==> src/sv/mrf_pkg.sv <==
package mrf_pkg;

    // ring sizes
    localparam int DUP_DEPTH  = 8;
    localparam int PATH_DEPTH = 8;
    localparam int DUP_AW     = (DUP_DEPTH > 1) ? $clog2(DUP_DEPTH) : 1;
    localparam int PATH_AW    = (PATH_DEPTH > 1) ? $clog2(PATH_DEPTH) : 1;
    localparam int SCAN_AW    = (DUP_AW > PATH_AW) ? DUP_AW : PATH_AW;

    // entry layouts: dup {seq, host}, path {retries, hops, host}
    localparam int HOST_W = 32;
    localparam int BYTE_W = 8;
    localparam int DUP_W  = HOST_W + BYTE_W;
    localparam int PATH_W = HOST_W + 2 * BYTE_W;

    // stream widths
    localparam int IN_DATA_W  = 104;
    localparam int OUT_DATA_W = 32;

    // dispositions
    localparam logic [1:0] DISP_DROP   = 2'd0;
    localparam logic [1:0] DISP_RECV   = 2'd1;
    localparam logic [1:0] DISP_XMIT   = 2'd2;
    localparam logic [1:0] DISP_URGENT = 2'd3;

    // register indexes
    localparam logic [1:0] CFG_LEVEL = 2'd0;
    localparam logic [1:0] CFG_SLACK = 2'd1;
    localparam logic [1:0] CFG_MAXH  = 2'd2;
    localparam logic [1:0] CFG_OWN   = 2'd3;

endpackage

==> src/sv/mrf_ram.sv <==
module mrf_ram #(
    parameter int WIDTH = 8,
    parameter int DEPTH = 8
) (
    input  logic                     i_clk,
    input  logic                     i_we,
    input  logic [$clog2(DEPTH)-1:0] i_waddr,
    input  logic [WIDTH-1:0]         i_wdata,
    input  logic [$clog2(DEPTH)-1:0] i_raddr,
    output logic [WIDTH-1:0]         o_rdata
);

    logic [WIDTH-1:0] mem [DEPTH];

    always_ff @(posedge i_clk) begin
        if (i_we) begin
            mem[i_waddr] <= i_wdata;
        end
        o_rdata <= mem[i_raddr];
    end

endmodule

==> src/sv/mesh_route_filter.sv <==
// Items pass IDLE, then RX or TX; one settled at the first checks, or a transmit without
// lookup, goes straight to DONE, a receive without a ring search goes on through LRN and
// DEC, and each ring search adds SCAN and POST: a receive may search the duplicate ring
// and then the path ring twice. One item is in work at a time; the next is taken once
// the block is back in IDLE after the result loads, later under stalls.
// Reset (synchronous, active low) restores config and control state and clears both rings via valid bits.
module mesh_route_filter (
    input  logic         i_clk,
    input  logic         i_rst_n,
    input  logic         i_cfg_we,
    input  logic [1:0]   i_cfg_idx,
    input  logic [31:0]  i_cfg_wdata,
    input  logic         s_axis_tvalid,
    output logic         s_axis_tready,
    // is_empty, is_proxy, is_master_msg, is_trace, sender, receiver, seq_in,
    // hops_in, cap_in, urgent, cap_extra
    input  logic [mrf_pkg::IN_DATA_W-1:0] s_axis_tdata,
    // func
    input  logic         s_axis_tuser,
    output logic         m_axis_tvalid,
    input  logic         m_axis_tready,
    // make_copy, hops_out, cap_out, seq_out
    output logic [mrf_pkg::OUT_DATA_W-1:0] m_axis_tdata,
    // disposition
    output logic [1:0]   m_axis_tuser
);

    localparam int DA = mrf_pkg::DUP_AW;
    localparam int PA = mrf_pkg::PATH_AW;
    localparam int SA = mrf_pkg::SCAN_AW;

    localparam logic [3:0] S_IDLE = 4'd0;
    localparam logic [3:0] S_RX   = 4'd1;
    localparam logic [3:0] S_LRN  = 4'd2;
    localparam logic [3:0] S_DEC  = 4'd3;
    localparam logic [3:0] S_TX   = 4'd4;
    localparam logic [3:0] S_SCAN = 4'd5;
    localparam logic [3:0] S_POST = 4'd6;
    localparam logic [3:0] S_DONE = 4'd7;

    localparam logic [1:0] PH_DUP = 2'd0;
    localparam logic [1:0] PH_LRN = 2'd1;
    localparam logic [1:0] PH_BUD = 2'd2;
    localparam logic [1:0] PH_TX  = 2'd3;

    // configuration
    logic [1:0]  r_level;
    logic [7:0]  r_slack;
    logic [7:0]  r_maxh;
    logic [31:0] r_own;

    // block state
    logic [3:0]  r_state;
    logic [DA-1:0] r_dhead;
    logic [PA-1:0] r_phead;
    logic [mrf_pkg::DUP_DEPTH-1:0]  r_dvld;
    logic [mrf_pkg::PATH_DEPTH-1:0] r_pvld;
    logic [31:0] r_mid;
    logic [7:0]  r_mseq, r_mhops, r_mret, r_sseq;

    // latched item
    logic        r_empty, r_proxy, r_mmsg, r_trace, r_urgent;
    logic [31:0] r_snd, r_rcv;
    logic [7:0]  r_seq, r_hops, r_cap;
    logic [3:0]  r_extra;

    // pending result
    logic [1:0]  r_p_disp;
    logic        r_p_copy;
    logic [7:0]  r_p_hops, r_p_cap, r_p_seq;

    // output register
    logic        r_ovalid;
    logic [1:0]  r_o_disp;
    logic        r_o_copy;
    logic [7:0]  r_o_hops, r_o_cap, r_o_seq;

    // search engine
    logic          r_ring;
    logic [1:0]    r_phase;
    logic [31:0]   r_key;
    logic [SA-1:0] r_addr, r_left, r_paddr;
    logic          r_pend, r_pbit, r_found;
    logic [SA-1:0] r_kidx;
    logic [mrf_pkg::PATH_W-1:0] r_kdata;

    logic [mrf_pkg::DUP_W-1:0]  dup_rd, dup_wd;
    logic [mrf_pkg::PATH_W-1:0] path_rd, path_wd;
    logic          dup_we, path_we;
    logic [DA-1:0] dup_wa;
    logic [PA-1:0] path_wa;

    mrf_ram #(.WIDTH(mrf_pkg::DUP_W), .DEPTH(mrf_pkg::DUP_DEPTH)) u_dup_ram (
        .i_clk  (i_clk),
        .i_we   (dup_we),
        .i_waddr(dup_wa),
        .i_wdata(dup_wd),
        .i_raddr(r_addr[DA-1:0]),
        .o_rdata(dup_rd)
    );

    mrf_ram #(.WIDTH(mrf_pkg::PATH_W), .DEPTH(mrf_pkg::PATH_DEPTH)) u_path_ram (
        .i_clk  (i_clk),
        .i_we   (path_we),
        .i_waddr(path_wa),
        .i_wdata(path_wd),
        .i_raddr(r_addr[PA-1:0]),
        .o_rdata(path_rd)
    );

    // read data of the entry checked this cycle, zero where never written
    logic [mrf_pkg::PATH_W-1:0] scan_data;
    logic                       scan_hit;
    always_comb begin
        if (!r_pbit) begin
            scan_data = '0;
        end else if (r_ring) begin
            scan_data = path_rd;
        end else begin
            scan_data = {8'd0, dup_rd};
        end
        scan_hit = r_pend && !r_found && (scan_data[31:0] == r_key);
    end

    logic [SA-1:0] addr_prev;
    always_comb begin
        if (r_ring) begin
            addr_prev = (r_addr == '0) ? SA'(mrf_pkg::PATH_DEPTH - 1) : r_addr - 1'b1;
        end else begin
            addr_prev = (r_addr == '0) ? SA'(mrf_pkg::DUP_DEPTH - 1) : r_addr - 1'b1;
        end
    end

    logic [DA-1:0] dhead_prev, dhead_next;
    logic [PA-1:0] phead_prev, phead_next;
    assign dhead_prev = (r_dhead == '0) ? DA'(mrf_pkg::DUP_DEPTH - 1) : r_dhead - 1'b1;
    assign dhead_next = (r_dhead == DA'(mrf_pkg::DUP_DEPTH - 1)) ? '0 : r_dhead + 1'b1;
    assign phead_prev = (r_phead == '0) ? PA'(mrf_pkg::PATH_DEPTH - 1) : r_phead - 1'b1;
    assign phead_next = (r_phead == PA'(mrf_pkg::PATH_DEPTH - 1)) ? '0 : r_phead + 1'b1;

    // hop budget: cap - hops - distance + retries + slack, sign bit marks a fail
    logic [7:0]  b_cap, b_dist, b_ret;
    logic [10:0] b_sum;
    logic        b_fail;
    always_comb begin
        b_cap  = (r_cap == 8'd0) ? r_maxh : r_cap;
        b_dist = (r_state == S_DEC) ? r_mhops : r_kdata[39:32];
        b_ret  = (r_state == S_DEC) ? r_mret : r_kdata[47:40];
        b_sum  = {3'd0, b_cap} - {3'd0, r_hops} - {3'd0, b_dist}
               + {3'd0, b_ret} + {3'd0, r_slack};
        b_fail = b_sum[10];
    end

    // transmit cap from a learned distance, saturating
    logic [7:0] tx_dist;
    logic [8:0] tx_sum;
    logic [7:0] tx_cap;
    always_comb begin
        tx_dist = (r_state == S_TX) ? r_mhops : r_kdata[39:32];
        tx_sum  = {1'b0, tx_dist} + {5'd0, r_extra};
        tx_cap  = tx_sum[8] ? 8'hFF : tx_sum[7:0];
    end

    logic [7:0] kret_inc, mret_inc;
    assign kret_inc = (r_kdata[47:40] == 8'hFF) ? 8'hFF : r_kdata[47:40] + 8'd1;
    assign mret_inc = (r_mret == 8'hFF) ? 8'hFF : r_mret + 8'd1;

    logic dup_repeat;
    assign dup_repeat = r_found && (r_kdata[39:32] == r_seq);

    logic lrn_direct;
    assign lrn_direct = (r_state == S_LRN) && r_level[1] && (r_snd != r_mid)
                      && (r_snd == 32'd0);

    // ring write-back
    always_comb begin
        dup_we  = (r_state == S_POST) && (r_phase == PH_DUP) && !dup_repeat;
        dup_wa  = r_found ? r_kidx[DA-1:0] : r_dhead;
        dup_wd  = {r_seq, r_snd};
        path_we = 1'b0;
        path_wa = r_phead;
        path_wd = {8'd0, r_hops, r_snd};
        if (lrn_direct) begin
            path_we = 1'b1;
        end else if (r_state == S_POST && r_phase == PH_LRN) begin
            path_we = 1'b1;
            if (r_found) begin
                path_wa = r_kidx[PA-1:0];
            end
        end else if (r_state == S_POST && r_phase == PH_BUD && r_found && b_fail) begin
            path_we = 1'b1;
            path_wa = r_kidx[PA-1:0];
            path_wd = {kret_inc, r_kdata[39:0]};
        end
    end

    logic in_acc;
    assign in_acc        = s_axis_tvalid && s_axis_tready;
    assign s_axis_tready = (r_state == S_IDLE);

    always_ff @(posedge i_clk) begin
        if (!i_rst_n) begin
            r_level  <= 2'd2;
            r_slack  <= 8'd0;
            r_maxh   <= 8'd15;
            r_own    <= 32'd1;
            r_state  <= S_IDLE;
            r_dhead  <= '0;
            r_phead  <= '0;
            r_dvld   <= '0;
            r_pvld   <= '0;
            r_mid    <= '0;
            r_mseq   <= '0;
            r_mhops  <= '0;
            r_mret   <= '0;
            r_sseq   <= '0;
            r_ovalid <= 1'b0;
            r_pend   <= 1'b0;
            r_found  <= 1'b0;
        end else begin
            // configuration writes
            if (i_cfg_we) begin
                case (i_cfg_idx)
                    mrf_pkg::CFG_LEVEL: r_level <= i_cfg_wdata[1:0];
                    mrf_pkg::CFG_SLACK: r_slack <= i_cfg_wdata[7:0];
                    mrf_pkg::CFG_MAXH:  r_maxh  <= i_cfg_wdata[7:0];
                    mrf_pkg::CFG_OWN:   r_own   <= i_cfg_wdata;
                    default: ;
                endcase
            end

            // output register: load a finished item, else empty on accept
            if (r_state == S_DONE && (!r_ovalid || m_axis_tready)) begin
                r_ovalid <= 1'b1;
            end else if (m_axis_tvalid && m_axis_tready) begin
                r_ovalid <= 1'b0;
            end

            // ring bookkeeping follows the writes
            if (dup_we && !r_found) begin
                r_dvld[r_dhead] <= 1'b1;
                r_dhead         <= dhead_next;
            end
            if (path_we && (lrn_direct || !r_found)) begin
                r_pvld[r_phead] <= 1'b1;
                r_phead         <= phead_next;
            end

            case (r_state)
                S_IDLE: begin
                    if (in_acc) begin
                        r_empty  <= s_axis_tdata[0];
                        r_proxy  <= s_axis_tdata[1];
                        r_mmsg   <= s_axis_tdata[2];
                        r_trace  <= s_axis_tdata[3];
                        r_snd    <= s_axis_tdata[35:4];
                        r_rcv    <= s_axis_tdata[67:36];
                        r_seq    <= s_axis_tdata[75:68];
                        r_hops   <= (s_axis_tdata[83:76] == 8'hFF) ? 8'hFF
                                  : s_axis_tdata[83:76] + 8'd1;
                        r_cap    <= s_axis_tdata[91:84];
                        r_urgent <= s_axis_tdata[92];
                        r_extra  <= s_axis_tdata[96:93];
                        r_p_copy <= 1'b0;
                        if (s_axis_tuser) begin
                            r_sseq   <= r_sseq + 8'd1;
                            r_p_seq  <= r_sseq + 8'd1;
                            r_p_hops <= 8'd0;
                            r_p_cap  <= 8'd0;
                            r_p_disp <= s_axis_tdata[92] ? mrf_pkg::DISP_URGENT
                                                         : mrf_pkg::DISP_XMIT;
                            r_state  <= S_TX;
                        end else begin
                            r_p_seq  <= s_axis_tdata[75:68];
                            r_p_hops <= (s_axis_tdata[83:76] == 8'hFF) ? 8'hFF
                                      : s_axis_tdata[83:76] + 8'd1;
                            r_p_cap  <= s_axis_tdata[91:84];
                            r_p_disp <= mrf_pkg::DISP_DROP;
                            r_state  <= S_RX;
                        end
                    end
                end

                // drop checks and freshness against the master entry
                S_RX: begin
                    if (r_empty) begin
                        r_state <= S_DONE;
                    end else if (r_proxy) begin
                        if (r_rcv == 32'd0 || r_rcv == r_own) begin
                            r_p_disp <= mrf_pkg::DISP_RECV;
                        end
                        r_state <= S_DONE;
                    end else if (r_snd == r_own) begin
                        r_state <= S_DONE;
                    end else if (r_level == 2'd0) begin
                        r_state <= S_LRN;
                    end else if (r_snd == r_mid) begin
                        if (r_mseq == r_seq) begin
                            r_state <= S_DONE;
                        end else begin
                            r_mseq  <= r_seq;
                            r_state <= S_LRN;
                        end
                    end else if (r_mmsg && (r_rcv == 32'd0 || r_rcv == r_own)) begin
                        r_mid   <= r_snd;
                        r_mseq  <= r_seq;
                        r_mhops <= r_hops;
                        r_mret  <= 8'd0;
                        r_state <= S_LRN;
                    end else begin
                        r_ring  <= 1'b0;
                        r_phase <= PH_DUP;
                        r_key   <= r_snd;
                        r_addr  <= SA'(dhead_prev);
                        r_left  <= SA'(mrf_pkg::DUP_DEPTH - 1);
                        r_pend  <= 1'b0;
                        r_found <= 1'b0;
                        r_state <= S_SCAN;
                    end
                end

                // path learning for the sender
                S_LRN: begin
                    if (!r_level[1]) begin
                        r_state <= S_DEC;
                    end else if (r_snd == r_mid) begin
                        r_mhops <= r_hops;
                        r_mret  <= 8'd0;
                        r_state <= S_DEC;
                    end else if (r_snd == 32'd0) begin
                        r_state <= S_DEC;
                    end else begin
                        r_ring  <= 1'b1;
                        r_phase <= PH_LRN;
                        r_key   <= r_snd;
                        r_addr  <= SA'(phead_prev);
                        r_left  <= SA'(mrf_pkg::PATH_DEPTH - 1);
                        r_pend  <= 1'b0;
                        r_found <= 1'b0;
                        r_state <= S_SCAN;
                    end
                end

                // receive / forward decision
                S_DEC: begin
                    r_state <= S_DONE;
                    if (r_rcv == r_own) begin
                        r_p_disp <= mrf_pkg::DISP_RECV;
                    end else if (r_rcv == 32'd0) begin
                        r_p_disp <= mrf_pkg::DISP_RECV;
                        r_p_copy <= 1'b1;
                    end else if (r_hops >= r_maxh) begin
                        r_p_disp <= mrf_pkg::DISP_DROP;
                    end else if (!r_level[1] || (r_rcv == r_mid && !b_fail)) begin
                        r_p_disp <= r_trace ? mrf_pkg::DISP_DROP : mrf_pkg::DISP_XMIT;
                        r_p_copy <= r_trace;
                    end else if (r_rcv == r_mid) begin
                        r_mret <= mret_inc;
                    end else begin
                        r_ring  <= 1'b1;
                        r_phase <= PH_BUD;
                        r_key   <= r_rcv;
                        r_addr  <= SA'(phead_prev);
                        r_left  <= SA'(mrf_pkg::PATH_DEPTH - 1);
                        r_pend  <= 1'b0;
                        r_found <= 1'b0;
                        r_state <= S_SCAN;
                    end
                end

                // transmit cap lookup
                S_TX: begin
                    if (!r_level[1] || r_proxy || r_rcv == 32'd0) begin
                        r_state <= S_DONE;
                    end else if (r_rcv == r_mid) begin
                        r_p_cap <= tx_cap;
                        r_state <= S_DONE;
                    end else begin
                        r_ring  <= 1'b1;
                        r_phase <= PH_TX;
                        r_key   <= r_rcv;
                        r_addr  <= SA'(phead_prev);
                        r_left  <= SA'(mrf_pkg::PATH_DEPTH - 1);
                        r_pend  <= 1'b0;
                        r_found <= 1'b0;
                        r_state <= S_SCAN;
                    end
                end

                // ring search: one read issued and one entry compared a cycle
                S_SCAN: begin
                    if (r_left != '0) begin
                        r_addr  <= addr_prev;
                        r_left  <= r_left - 1'b1;
                        r_pend  <= 1'b1;
                        r_paddr <= r_addr;
                        r_pbit  <= r_ring ? r_pvld[r_addr[PA-1:0]] : r_dvld[r_addr[DA-1:0]];
                    end else begin
                        r_pend <= 1'b0;
                        if (!r_pend) begin
                            r_state <= S_POST;
                        end
                    end
                    if (scan_hit) begin
                        r_found <= 1'b1;
                        r_kidx  <= r_paddr;
                        r_kdata <= scan_data;
                    end
                end

                // act on the search result
                S_POST: begin
                    case (r_phase)
                        PH_DUP: r_state <= dup_repeat ? S_DONE : S_LRN;
                        PH_LRN: r_state <= S_DEC;
                        PH_BUD: begin
                            if (!r_found || !b_fail) begin
                                r_p_disp <= r_trace ? mrf_pkg::DISP_DROP
                                                    : mrf_pkg::DISP_XMIT;
                                r_p_copy <= r_trace;
                            end
                            r_state <= S_DONE;
                        end
                        default: begin
                            if (r_found) begin
                                r_p_cap <= tx_cap;
                            end
                            r_state <= S_DONE;
                        end
                    endcase
                end

                S_DONE: begin
                    if (!r_ovalid || m_axis_tready) begin
                        r_o_disp <= r_p_disp;
                        r_o_copy <= r_p_copy;
                        r_o_hops <= r_p_hops;
                        r_o_cap  <= r_p_cap;
                        r_o_seq  <= r_p_seq;
                        r_state  <= S_IDLE;
                    end
                end

                default: r_state <= S_IDLE;
            endcase
        end
    end

    assign m_axis_tvalid = r_ovalid;
    assign m_axis_tuser  = r_o_disp;
    assign m_axis_tdata  = {7'd0, r_o_seq, r_o_cap, r_o_hops, r_o_copy};

endmodule

==> config.mk <==
export PLATFORM = sky130hd
export DESIGN_NAME = mesh_route_filter
export DESIGN_NICKNAME = d
export VERILOG_FILES = /design/src/sv/mrf_pkg.sv /design/src/sv/mrf_ram.sv /design/src/sv/mesh_route_filter.sv
export SDC_FILE = /design/constraint.sdc
export NUM_CORES = 2
export LEC_CHECK = 0
export BUFFER_PORTS_ARGS = -buffer_cell sky130_fd_sc_hd__buf_2
export CAP_MARGIN = 20
export CORE_MARGIN = 5
export CORE_UTILIZATION = 45
export DETAILED_ROUTE_END_ITERATION = 7
export PLACE_DENSITY = 0.62
export SYNTH_ARGS = -nofsm -noshare
export SYNTH_HDL_FRONTEND = slang
export SYNTH_SLANG_ARGS = --single-unit
==> constraint.sdc <==
create_clock -name i_clk -period 9.8 [get_ports i_clk]
set_input_delay 0.98 -clock i_clk [delete_from_list [all_inputs] [get_ports i_clk]]
set_output_delay 0.98 -clock i_clk [all_outputs]
set_load 0.02 [all_outputs]
==> out/qor.yml <==
synth:
  synth-edff-count: 950
  ys_ff_latch: 1180
  synth.avg_cell_area_um2: 16.4
  async_flop_share: 0
  yosysWarnings: 0
  syn_inst: 2931
  synth.cell_area_um2: 48000
  synth_flop_cell: "edfxtp_1"
  ys_types: 72
  ys_seq_area_frac: 0.690
grt:
  grt_pass1_wl_mm: 176
  antenna_found_initial: 6
  grt-ovfl-total: 0
  grt_usage: 0.210
  grt_pass1_vias: 27400
  grt_max_degree: 182
sta:
  fmax_mhz: 139
  rsz0062_at_grt: "no"
  final_max_slew_viol_count: 0
  setup_viol: 0
  setup_slack_ns: 2.60
  slew-limit-headroom: 0.0197
  finalSetupTns_ns: 0
  fin_crit_sh: 0.735
  holdWs_ns: 0.416
  post-route-min-period_ns: 7.20
  worstMarginPinSlew_ns: 1.47
  finClkSkew_ns: 0.0599
  hold_viol_final: 0
die:
  initial_core_util: 0.455
  row_count: 119
  dieArea_um2: 113000
  core_um2: 106000
  num_io_pins: 180
  die_w_um: 337
  die_y_um: 337
clock_network:
  path_clk_slew_ns: 0.06
  cts_buffer_depth: 3
  post_cts_resized: 0
  post_cts_buffers: 0
  cts_inserted_buffers: 115
  cts_num_sinks: 1180
  cts-root-buf: "clkbuf_16"
  clock_latency_ns: 0.69
  cts_tree: "built"
  cts_hold_buf: 0
  cts_max_level: 3
setup_path:
  cp.required_ns: 10.13
  critPathLaunchType: "flop"
  arrival_ns: 7.53
  criticalPathCategory: "flop to flop"
  r2r_slack_ns: 2.60
  critPathCaptureType: "flop"
  r2r-end: "u_path_ram.mem[7][14]$_DFFE_PP_"
  reg2reg_depth: 23
  reg2reg_from: "r_cap[3]$_DFFE_PP_"
  crit_fanout: 28
routing:
  drt-total-wl_mm: 120
  vias_per_cell: 5.73
  drc: 0
  drtIter0Drc: 2082
  wl_per_cell_um: 26.0
  route.antenna.remaining_nets: 0
  routed-via-count: 26500
  drt_pass1_iterations: 7
place:
  dp_hpwl_mm: 75.0
  dp_slack_ns: 2.69
  gp_congestion: 0.865
  portBuffers: 165
power:
  p_leak_nw: 19.1
  powerDensity_nw_per_um2: 227
  total_power_mw: 12.4
  ir_worst_vdd_mv: 0.161
final_layout:
  area_delta_synth_final_pct: 13.6
  diodes: 0
  nNetsFinal: 3335
  final_util: 0.517
  layout-drive-gt1-share: 0.236
min_path:
  hold_path_class: "flop to flop"
  min_from: "r_p_cap[6]$_DFFE_PP_"
  holdPathEnd: "r_o_cap[6]$_DFFE_PP_"
  holdPathStages: 0
outcome:
  run_status: "finished clean"
flow_run:
  maxCapViolations: 0
critical path, stage by stage (launching register included):
cell      delay [ns]
edfxtp_1        0.41
nor4_1          0.30
nand2_1         0.12
nor2_1          0.35
a21o_1          0.24
ha_1            0.24
nor2b_1         0.13
o21ai_0         0.21
a21boi_0        0.16
o21ai_0         0.18
nand2b_1        0.12
a21o_1          0.18
a21oi_1         0.18
xnor2_1         0.12
fa_1            0.47
fa_1            0.50
nand4b_1        0.12
a21o_1          0.09
a31oi_1         0.06
or4_1           0.65
a21oi_1         0.31
and3_1          0.28
a21o_2          0.86
buf_4           0.53
cell families (layout without fill, tap and decap cells):
| logic type | after synthesis | count (layout) | share of synthesized area |
|---|---|---|---|
| compound gates | 244 | 244 | 0.0328 |
| xor+xnor | 204 | 204 | 0.0372 |
| fa+ha+maj | 62 | 62 | 0.0188 |
| buf+inv | 193 | 484 | 0.0161 |
| flops | 1180 | 1180 | 0.690 |
| mux | 442 | 442 | 0.143 |
| other cells | 1 | 7 | 0.0000781 |
| simple gates | 605 | 605 | 0.0616 |
cells in the final DEF (no fill, tap or decap), types with 39 or more instances in the layout:
cell type  count
nor4_1        42
buf_4         39
mux4_2       181
xor2_1        95
mux2_2       153
clkbuf_16    116
nand2_1      193
xnor2_1      109
nor2b_1       56
a21oi_1       93
edfxtp_1     950
inv_1         57
ha_1          45
nor2_1       122
mux2i_1      108
buf_2        165
dfxtp_1      230
area by class of cell:
cell class	count	area (µm²)
well taps	1391	1740
repair buffers	208	1200
clock buffers	155	3180
flip-flops and latches	1180	33100
inverters	60	226
multi-input cells	1564	14300
fillers	8501	51000
clock inverters	61	763
routing by layer:
layer | routed length (µm) | track usage | up-vias
li1 | - | - | 11600
met1 | 52000 | 0.299 | 13700
met2 | 56100 | 0.334 | 966
met3 | 8740 | 0.0404 | 195
met4 | 3150 | 0.0566 | 0
met5 | 0 | 0 | -
where the power goes:
group	total, mW	internal [mW]	switching [mW]
registers	6.11	5.81	0.299
logic	1.75	0.794	0.961
clock network	4.53	2.65	1.88
total	12.4	9.26	3.14
state kept, by name, summed over array words and instances, names as in the netlist, 32 cells and up:
signal              count
r_kdata                48
u_dup_ram.o_rdata      40
r_snd                  32
r_own                  32
r_mid                  32
r_rcv                  32
u_dup_ram.mem         320
r_key                  32
u_path_ram.mem        384
u_path_ram.o_rdata     48
worst max-delay path by stage:
stage	from	to	slack (ns)
finish	r_cap[3]$_DFFE_PP_	u_path_ram.mem[7][14]$_DFFE_PP_	2.60
global route	r_cap[3]$_DFFE_PP_	u_path_ram.mem[7][15]$_DFFE_PP_	2.22
CTS	r_cap[3]$_DFFE_PP_	u_path_ram.mem[7][14]$_DFFE_PP_	2.63
detailed placement	r_cap[4]$_DFFE_PP_	u_path_ram.mem[7][10]$_DFFE_PP_	2.69
global placement	r_cap[3]$_DFFE_PP_	u_path_ram.mem[6][10]$_DFFE_PP_	2.59
floorplan	r_cap[3]$_DFFE_PP_	u_path_ram.mem[6][0]$_DFFE_PP_	2.25
Yosys cell counts, drive strengths merged (25+ instances only):
cell type | instances | area (µm²)
a21oi | 96 | 484
buf | 42 | 205
clkbuf | 91 | 342
dfxtp | 230 | 4600
edfxtp | 950 | 28500
ha | 45 | 563
inv | 58 | 218
mux2 | 153 | 1720
mux2i | 108 | 1080
mux4 | 181 | 4080
nand2 | 194 | 728
nand3 | 30 | 150
nand4 | 37 | 231
nor2 | 133 | 502
nor2b | 56 | 350
nor3 | 25 | 125
nor4 | 44 | 288
o21ai | 37 | 189
xnor2 | 109 | 955
xor2 | 95 | 832
per-stage QoR:
step / std cells / cell area [µm²]
floorplan: 2937 / 48000
detailed placement: 4402 / 50600
global placement: 4401 / 50600
global route: 4619 / 54500
CTS: 4618 / 54500
finish: 4619 / 54500
Note: power is estimated with default switching activity, not from simulation.
